--- config.mk ---
export PLATFORM = sky130hd
export DESIGN_NAME = bitmap_first_fit_allocator
export DESIGN_NICKNAME = d
export VERILOG_FILES = /design/src/bfa_pkg.sv /design/src/bfa_ram.sv /design/src/bitmap_first_fit_allocator.sv
export SDC_FILE = /design/constraint.sdc
export NUM_CORES = 2
export LEC_CHECK = 0
export BUFFER_PORTS_ARGS = -buffer_cell sky130_fd_sc_hd__buf_2
export CAP_MARGIN = 20
export CORE_MARGIN = 3
export CORE_UTILIZATION = 40
export CTS_BUF_LIST = sky130_fd_sc_hd__clkbuf_16
export CTS_CLUSTER_SIZE = 40
export DETAILED_ROUTE_END_ITERATION = 10
export PLACE_DENSITY_LB_ADDON = 0.2
export REMOVE_ABC_BUFFERS = 1
export SLEW_MARGIN = 20
export SYNTH_ARGS = -nofsm -noshare
export SYNTH_HDL_FRONTEND = slang
export SYNTH_SLANG_ARGS = --single-unit
export TNS_END_PERCENT = 1
--- constraint.sdc ---
create_clock -name i_clk -period 14.2 [get_ports i_clk]
set_clock_uncertainty 0.05 [all_clocks]
set_input_delay 0 -clock i_clk [delete_from_list [all_inputs] [get_ports i_clk]]
set_output_delay 0 -clock i_clk [all_outputs]
set_load 0.03 [all_outputs]
--- src/bfa_pkg.sv ---
// Shared types and constants of the bitmap first-fit allocator.
package bfa_pkg;

    localparam int IDX_W     = 10;
    localparam int NUM_W     = 11;
    localparam int CFG_W     = 11;
    localparam int CFGI_W    = 2;
    localparam int WORD_W    = 32;
    localparam int BIT_W     = 5;
    localparam int WSEL_W    = IDX_W - BIT_W;
    localparam int IDX_SPAN  = 1 << IDX_W;
    localparam int SCAN_WORDS = IDX_SPAN / WORD_W;

    localparam logic [NUM_W-1:0] LIMIT_RST = NUM_W'(1024);
    localparam logic [NUM_W-1:0] FREE_RST  = NUM_W'(1024);

    localparam logic [CFGI_W-1:0] REG_FIRST = CFGI_W'(0);
    localparam logic [CFGI_W-1:0] REG_LIMIT = CFGI_W'(1);
    localparam logic [CFGI_W-1:0] REG_FREE  = CFGI_W'(2);

    typedef enum logic [1:0] {
        OP_ALLOC   = 2'd0,
        OP_TEST    = 2'd1,
        OP_MARK    = 2'd2,
        OP_RELEASE = 2'd3
    } t_op;

    typedef enum logic [2:0] {
        S_CLEAR,
        S_IDLE,
        S_ISSUE,
        S_CHECK,
        S_FIN
    } t_state;

endpackage

--- src/bfa_ram.sv ---
// Generic single-port-write, single-port-read RAM with registered read data.
module bfa_ram #(
    parameter int WIDTH = 32,
    parameter int DEPTH = 32
) (
    input  logic                                     i_clk,
    input  logic                                     i_we,
    input  logic [((DEPTH > 1) ? $clog2(DEPTH) : 1)-1:0] i_waddr,
    input  logic [WIDTH-1:0]                         i_wdata,
    input  logic [((DEPTH > 1) ? $clog2(DEPTH) : 1)-1:0] i_raddr,
    output logic [WIDTH-1:0]                         o_rdata
);

    logic [WIDTH-1:0] r_mem [DEPTH];
    logic [WIDTH-1:0] r_rdata;

    always_ff @(posedge i_clk) begin
        if (i_we) begin
            r_mem[i_waddr] <= i_wdata;
        end
        r_rdata <= r_mem[i_raddr];
    end

    assign o_rdata = r_rdata;

endmodule

--- src/bitmap_first_fit_allocator.sv ---
// Bitmap first-fit allocator top level: word memory, scan sequencer and free counter.
//
// The usage bitmap sits in a RAM of 32-bit words. After reset the block clears the
// RAM, one word a cycle, and accepts no transaction meanwhile; configuration writes
// are taken throughout. Test, mark used and release go from acceptance to result
// through the accept, read, modify and deliver steps; an index outside the map skips
// the read. An allocate with an empty scan range skips the read as well. Otherwise
// the allocate reads the first candidate word and, if that word has no room, one
// further word: a per-word full flag lets the scan jump straight from the first word
// to the first non-full word or the last word, so at most two words are read. One
// transaction is worked on at a time; the result register lets the next transaction
// enter while a result waits.
module bitmap_first_fit_allocator
    import bfa_pkg::*;
#(
    parameter int MAP_BITS = 1024
) (
    input  logic              i_clk,
    input  logic              i_rst_n,
    input  logic              i_cfg_we,
    input  logic [CFGI_W-1:0] i_cfg_index,
    input  logic [CFG_W-1:0]  i_cfg_data,
    input  logic              i_in_valid,
    output logic              o_in_ready,
    input  logic [1:0]        i_opcode,
    input  logic [IDX_W-1:0]  i_entry_index,
    output logic              o_out_valid,
    input  logic              i_out_ready,
    output logic              o_status,
    output logic [NUM_W-1:0]  o_allocated_number,
    output logic              o_bit_used,
    output logic [NUM_W-1:0]  o_free_left
);

    localparam int WORDS = (MAP_BITS + WORD_W - 1) / WORD_W;
    localparam int AW    = (WORDS > 1) ? $clog2(WORDS) : 1;
    localparam int LIM   = (MAP_BITS < IDX_SPAN) ? MAP_BITS : IDX_SPAN;

    function automatic logic [BIT_W-1:0] low_bit(input logic [WORD_W-1:0] v);
        logic [BIT_W-1:0] p;
        p = '0;
        for (int k = WORD_W - 1; k >= 0; k--) begin
            if (v[k]) begin
                p = BIT_W'(k);
            end
        end
        return p;
    endfunction

    t_state r_state, n_state;

    logic [IDX_W-1:0]      r_first;
    logic [NUM_W-1:0]      r_limit;
    logic [NUM_W-1:0]      r_free;
    logic [SCAN_WORDS-1:0] r_full;
    logic [AW-1:0]         r_clr;
    logic                  r_out_valid;

    t_op                   r_op;
    logic [IDX_W-1:0]      r_idx;
    logic [WSEL_W-1:0]     r_ptr;
    logic [WSEL_W-1:0]     r_word;
    logic                  r_res_status;
    logic [NUM_W-1:0]      r_res_number;
    logic                  r_res_bit;
    logic [WORD_W-1:0]     r_wdata;
    logic                  r_wpend;
    logic                  r_dec;
    logic                  r_status;
    logic [NUM_W-1:0]      r_number;
    logic                  r_bit;
    logic [NUM_W-1:0]      r_free_out;

    logic [NUM_W-1:0]      stop;
    logic                  range_ok;
    logic [IDX_W-1:0]      last_idx;
    logic [WSEL_W-1:0]     fw;
    logic [WSEL_W-1:0]     lw;
    logic [SCAN_WORDS-1:0] cand;
    logic                  cand_any;
    logic [WSEL_W-1:0]     cand_q;
    logic [WORD_W-1:0]     rdata;
    logic [WORD_W-1:0]     lo_mask;
    logic [WORD_W-1:0]     hi_mask;
    logic [WORD_W-1:0]     free_bits;
    logic                  free_any;
    logic [BIT_W-1:0]      free_b;
    logic [WORD_W-1:0]     sel_oh;
    logic                  out_free;
    logic                  in_acc;
    logic                  in_map;
    logic [NUM_W-1:0]      n_free;

    logic                  ram_we;
    logic [AW-1:0]         ram_waddr;
    logic [WORD_W-1:0]     ram_wdata;
    logic [AW-1:0]         ram_raddr;

    bfa_ram #(
        .WIDTH (WORD_W),
        .DEPTH (WORDS)
    ) u_map (
        .i_clk   (i_clk),
        .i_we    (ram_we),
        .i_waddr (ram_waddr),
        .i_wdata (ram_wdata),
        .i_raddr (ram_raddr),
        .o_rdata (rdata)
    );

    assign o_in_ready = (r_state == S_IDLE);
    assign in_acc     = i_in_valid && o_in_ready;
    assign in_map     = int'(i_entry_index) < MAP_BITS;
    assign out_free   = !r_out_valid || i_out_ready;

    assign stop     = (r_limit < NUM_W'(LIM)) ? r_limit : NUM_W'(LIM);
    assign range_ok = {1'b0, r_first} < stop;
    assign last_idx = IDX_W'(stop - NUM_W'(1));
    assign fw       = r_first[IDX_W-1:BIT_W];
    assign lw       = last_idx[IDX_W-1:BIT_W];

    always_comb begin
        for (int q = 0; q < SCAN_WORDS; q++) begin
            cand[q] = (WSEL_W'(q) >= r_ptr) && (WSEL_W'(q) <= lw) &&
                      ((WSEL_W'(q) == fw) || (WSEL_W'(q) == lw) || !r_full[q]);
        end
    end

    assign cand_any = |cand;
    assign cand_q   = low_bit(cand);

    assign lo_mask   = (r_word == fw) ? ({WORD_W{1'b1}} << r_first[BIT_W-1:0])
                                      : {WORD_W{1'b1}};
    assign hi_mask   = (r_word == lw)
                     ? ({WORD_W{1'b1}} >> (BIT_W'(WORD_W - 1) - last_idx[BIT_W-1:0]))
                     : {WORD_W{1'b1}};
    assign free_bits = ~rdata & lo_mask & hi_mask;
    assign free_any  = |free_bits;
    assign free_b    = low_bit(free_bits);
    assign sel_oh    = WORD_W'(1) << r_idx[BIT_W-1:0];

    assign n_free = (r_dec && (r_free != '0)) ? r_free - NUM_W'(1) : r_free;

    assign ram_we    = (r_state == S_CLEAR) || ((r_state == S_FIN) && out_free && r_wpend);
    assign ram_waddr = (r_state == S_CLEAR) ? r_clr : AW'(r_word);
    assign ram_wdata = (r_state == S_CLEAR) ? '0 : r_wdata;

    always_comb begin
        n_state   = r_state;
        ram_raddr = AW'(r_idx[IDX_W-1:BIT_W]);
        unique case (r_state)
            S_CLEAR: begin
                if (r_clr == AW'(WORDS - 1)) begin
                    n_state = S_IDLE;
                end
            end
            S_IDLE: begin
                if (in_acc) begin
                    if ((t_op'(i_opcode) != OP_ALLOC) && !in_map) begin
                        n_state = S_FIN;
                    end else begin
                        n_state = S_ISSUE;
                    end
                end
            end
            S_ISSUE: begin
                if (r_op == OP_ALLOC) begin
                    ram_raddr = AW'(cand_q);
                    n_state   = (range_ok && cand_any) ? S_CHECK : S_FIN;
                end else begin
                    n_state = S_CHECK;
                end
            end
            S_CHECK: begin
                if ((r_op == OP_ALLOC) && !free_any && (r_word != lw)) begin
                    n_state = S_ISSUE;
                end else begin
                    n_state = S_FIN;
                end
            end
            S_FIN: begin
                if (out_free) begin
                    n_state = S_IDLE;
                end
            end
            default: begin
                n_state = S_IDLE;
            end
        endcase
    end

    always_ff @(posedge i_clk) begin
        if (!i_rst_n) begin
            r_state     <= S_CLEAR;
            r_clr       <= '0;
            r_full      <= '0;
            r_first     <= '0;
            r_limit     <= LIMIT_RST;
            r_free      <= FREE_RST;
            r_out_valid <= 1'b0;
        end else begin
            r_state <= n_state;
            if (r_state == S_CLEAR) begin
                r_clr <= r_clr + AW'(1);
            end
            if ((r_state == S_FIN) && out_free) begin
                r_out_valid <= 1'b1;
                r_free      <= n_free;
                if (r_wpend) begin
                    r_full[r_word] <= &r_wdata;
                end
            end else if (i_out_ready) begin
                r_out_valid <= 1'b0;
            end
            if (i_cfg_we) begin
                unique case (i_cfg_index)
                    REG_FIRST: r_first <= i_cfg_data[IDX_W-1:0];
                    REG_LIMIT: r_limit <= i_cfg_data;
                    REG_FREE:  r_free  <= i_cfg_data;
                    default: begin
                    end
                endcase
            end
        end
    end

    always_ff @(posedge i_clk) begin
        if (in_acc) begin
            r_op         <= t_op'(i_opcode);
            r_idx        <= i_entry_index;
            r_ptr        <= fw;
            r_res_status <= 1'b0;
            r_res_number <= '0;
            r_res_bit    <= 1'b0;
            r_wpend      <= 1'b0;
            r_dec        <= 1'b0;
        end
        if (r_state == S_ISSUE) begin
            if (r_op == OP_ALLOC) begin
                r_word <= cand_q;
                if (!(range_ok && cand_any)) begin
                    r_res_status <= 1'b1;
                end
            end else begin
                r_word <= r_idx[IDX_W-1:BIT_W];
            end
        end
        if (r_state == S_CHECK) begin
            case (r_op)
                OP_ALLOC: begin
                    if (free_any) begin
                        r_res_number <= {1'b0, r_word, free_b} + NUM_W'(1);
                        r_wdata      <= rdata | (WORD_W'(1) << free_b);
                        r_wpend      <= 1'b1;
                        r_dec        <= 1'b1;
                    end else if (r_word == lw) begin
                        r_res_status <= 1'b1;
                    end else begin
                        r_ptr <= r_word + WSEL_W'(1);
                    end
                end
                OP_TEST: begin
                    r_res_bit <= rdata[r_idx[BIT_W-1:0]];
                end
                OP_MARK: begin
                    r_wdata <= rdata | sel_oh;
                    r_wpend <= 1'b1;
                end
                default: begin
                    r_wdata <= rdata & ~sel_oh;
                    r_wpend <= 1'b1;
                end
            endcase
        end
        if ((r_state == S_FIN) && out_free) begin
            r_status   <= r_res_status;
            r_number   <= r_res_number;
            r_bit      <= r_res_bit;
            r_free_out <= n_free;
        end
    end

    assign o_out_valid        = r_out_valid;
    assign o_status           = r_status;
    assign o_allocated_number = r_number;
    assign o_bit_used         = r_bit;
    assign o_free_left        = r_free_out;

endmodule

==> out/qor.yml <==
logic_synthesis:
  synth-xor-area-share: 0.00532
  synth_compound_area_frac: 0.117
  synth_edf_count: 1097
  async_flop_share: 0
  netlist.area_leader.share: 0.625
  synthSimpleGateAreaFrac: 0.0999
  synthDistinctLibCells: 93
  synth_top_family_by_area: "compound AO/OA/AOI/OAI gates"
  muxShareOfSynthArea: 0.0743
  netlist_area_mm2: 0.0527
  synth_top_cell_by_area: "edfxtp_1"
  syn_area_per_cell_um2: 13.4
  synthCells: 3937
  ys_seq_area_frac: 0.672
  synth_seq_cells: 1221
  yosysWarnings: 0
  synth_fa_ha_area_frac: 0.00608
  synth_flop_cell: "edfxtp_1"
  synth.area.top_cells: "edfxtp_1, mux2i_1, dfxtp_1, nand2_1, nor2_1"
global_route:
  grt_usage: 0.252
  grt_pass1_wl_um: 247000
  overflow: 0
  grt_max_degree: 132
  grt_pass1_vias: 33038
  antenna_found_initial: 1
sta:
  maxSlewViolCount: 0
  fin_ws_ns: 7.19
  rsz0062_at_grt: "no"
  tightest_slew_ns: 1.10
  fin_crit_sh: 0.493
  hold_viol: 0
  period_needed_ns: 7.01
  holdWs_ns: 0.0433
  max_freq_mhz: 143
  relSlewSlack: 0.266
  finalSetupViolations: 0
critical_path:
  crit_arrival_ns: 7.66
  r2r_slack_ns: 7.19
  crit_start: "r_limit[0]"
  crit_path_end: "u_map.o_rdata[5]"
  r2r_end: "u_map.o_rdata[5]"
  crit_fanout: 131
  r2r_cells: 15
  path_class: "reg -> reg"
  cp-end-kind: "register"
  r2r_start: "r_limit[0]"
  cp_data_required_time_ns: 14.85
  critPathLaunchType: "register"
clock_network:
  clkTransAtPathRegs_ns: 0.06
  post_cts.repair.setup_buffers: 0
  numCtsBuffers: 133
  cts_buffer_depth: 3
  root_buffer: "clkbuf_16"
  tritoncts: "done"
  htreeDepth: 4
  cts_sinks: 1221
  insertion_delay_ns: 0.76
  cts_resized: 0
floorplan:
  die_w_um: 369
  dieArea_mm2: 0.136
  core_mm2: 0.130
  initial_core_util: 0.405
  boundaryPins: 56
  die-height_um: 369
  rows: 132
route:
  first_pass_iters: 7
  wl_per_cell_um: 29.9
  vias_per_cell: 6.01
  finalWirelength_um: 176000
  vias: 35341
  drc: 0
  detail-route-antenna-nets: 0
  first_iter_violations: 4475
cells_and_area:
  post-route-util: 0.460
  syn2layout_area_growth_pct: 13.7
  drive_gt1_frac: 0.111
  fin_nets: 4086
  final_cell_area_mm2: 0.0599
  nFillCells: 11712
power:
  ir_drop_uv: 97.6
  leakage_nw: 21.5
  cellPowerDensity_mw_per_mm2: 125
place:
  place.gp.congestion: 0.965
  hpwl_um: 96100
  port_buffers: 55
  place_area_mm2: 0.0551
  place_ws_ns: 7.31
run:
  cap_viol_max_count: 0
hold_path:
  hp-class: "in -> reg"
status:
  status: "finished clean"
## placed cells by master, fill, tap and decap left out, types with 22 or more instances in the layout
cell type / instances
a211o_1: 37
a211oi_1: 26
a21oi_1: 133
a221oi_1: 87
a311oi_1: 65
a32o_1: 65
and2_1: 42
and3_1: 47
buf_2: 55
buf_4: 79
clkbuf_16: 135
clkinv_1: 26
clkinv_2: 23
dfxtp_1: 124
dlygate4sd3_1: 62
edfxtp_1: 1097
ha_1: 24
inv_1: 79
mux2_2: 31
mux2i_1: 334
nand2_1: 553
nand2b_1: 27
nand3_1: 49
nor2_1: 189
nor2_4: 35
nor3_1: 71
o21ai_0: 154
o22ai_1: 38
o311a_1: 32
xnor2_1: 22
## where the power goes
part	leakage, nW	internal (mW)	total, mW	switching, mW
Combinational	7.34	0.0767	0.237	0.160
Clock	2.22	1.88	3.31	1.43
Sequential	11.9	3.91	3.94	0.0256
Total	21.5	5.87	7.49	1.62
## routing by layer
| metal | part of all wire | GRT usage | vias up |
|---|---|---|---|
| li1 | - | - | 15456 |
| met1 | 0.42 | 0.348 | 17959 |
| met2 | 0.46 | 0.401 | 1594 |
| met3 | 0.075 | 0.0407 | 332 |
| met4 | 0.040 | 0.0962 | 0 |
| met5 | 0 | 0 | - |
## metrics by stage
step	std cells	total power [mW]	setup TNS (ns)
2_1_floorplan	3695	4.13	-152.96
4_1_cts	5881	7.54	0
3_3_place_gp	5574	4.23	0
5_1_grt	5883	7.71	0
3_5_place_dp	5575	4.23	0
6_report	5884	7.49	0
## critical path, cell delays in order, from the launching register on
cell       delay [ns]
dfxtp_1          0.38
or4_1            0.86
o21ai_2          0.48
nand4_1          0.16
a211oi_1         0.38
nor2_1           0.16
a2111oi_4        0.43
nand4_1          0.21
o21ai_2          0.44
and2_4           0.66
buf_12           0.68
buf_12           0.70
mux2i_1          0.16
a32o_1           0.29
a221oi_1         0.38
o311a_1          0.25
## synthesized netlist by cell type, types with 47 or more instances
| library cell | count |
|---|---|
| a311oi_1 | 65 |
| edfxtp_1 | 1097 |
| dfxtp_1 | 124 |
| a21oi_1 | 134 |
| and3_1 | 47 |
| mux2i_1 | 334 |
| a221oi_1 | 87 |
| nor2_1 | 225 |
| clkbuf_1 | 177 |
| a32o_1 | 65 |
| nand3_1 | 51 |
| o21ai_0 | 154 |
| nand2_1 | 554 |
| nor3_1 | 76 |
## how the worst min path moves through the flow
stage	start	endpoint	slack, ns	cells after the start
finish	i_cfg_data[9]	r_first[9]	0.04	4
global route	i_cfg_data[8]	r_first[8]	0.06	4
CTS	i_cfg_data[8]	r_first[8]	0.004	4
detailed placement	i_entry_index[8]	r_idx[8]	0.14	1
global placement	i_entry_index[6]	r_idx[6]	0.14	1
floorplan	i_rst_n	r_free[10]	0.04	1
## what timing repair did
action / in CTS / in global routing
endpoints found under the hold margin: 53 / 0
hold buffers: 62 / 0
endpoints found under the setup margin: 0 / 0
## area by class of cell
cell class	count	area [um2]	area share
tap	1742	2180	0.0364
antenna	1	2.50	0.0000418
inverter	40	150	0.00251
clock inverter	109	823	0.0137
sequential	1221	35400	0.591
timing repair buffer	202	1600	0.0266
clock buffer	135	3380	0.0564
multi-input combinational	2434	16400	0.273
## flip-flops by register name (all words and copies together), names as in the netlist, 2 cells and up
| register | cells |
|---|---|
| r_first | 10 |
| r_idx | 10 |
| r_ptr | 5 |
| u_map.r_mem | 1024 |
| r_limit | 11 |
| r_wdata | 32 |
| r_free | 11 |
| r_clr | 5 |
| u_map.o_rdata | 32 |
| r_res_number | 11 |
| r_op | 2 |
| o_allocated_number | 11 |
| r_state | 3 |
| r_full | 31 |
| r_word | 5 |
| o_free_left | 11 |
## cell families (layout without fill, tap and decap cells)
family,count (synthesis),count (layout)
other,0,1
multiplexers,375,375
AO/OA/AOI/OAI,842,842
adder cells (fa/ha/maj),26,26
flip-flops,1221,1221
XOR/XNOR,32,32
buffers and inverters,282,486
AND/OR/NAND/NOR,1159,1159
Power figures use the tool's default switching activity.
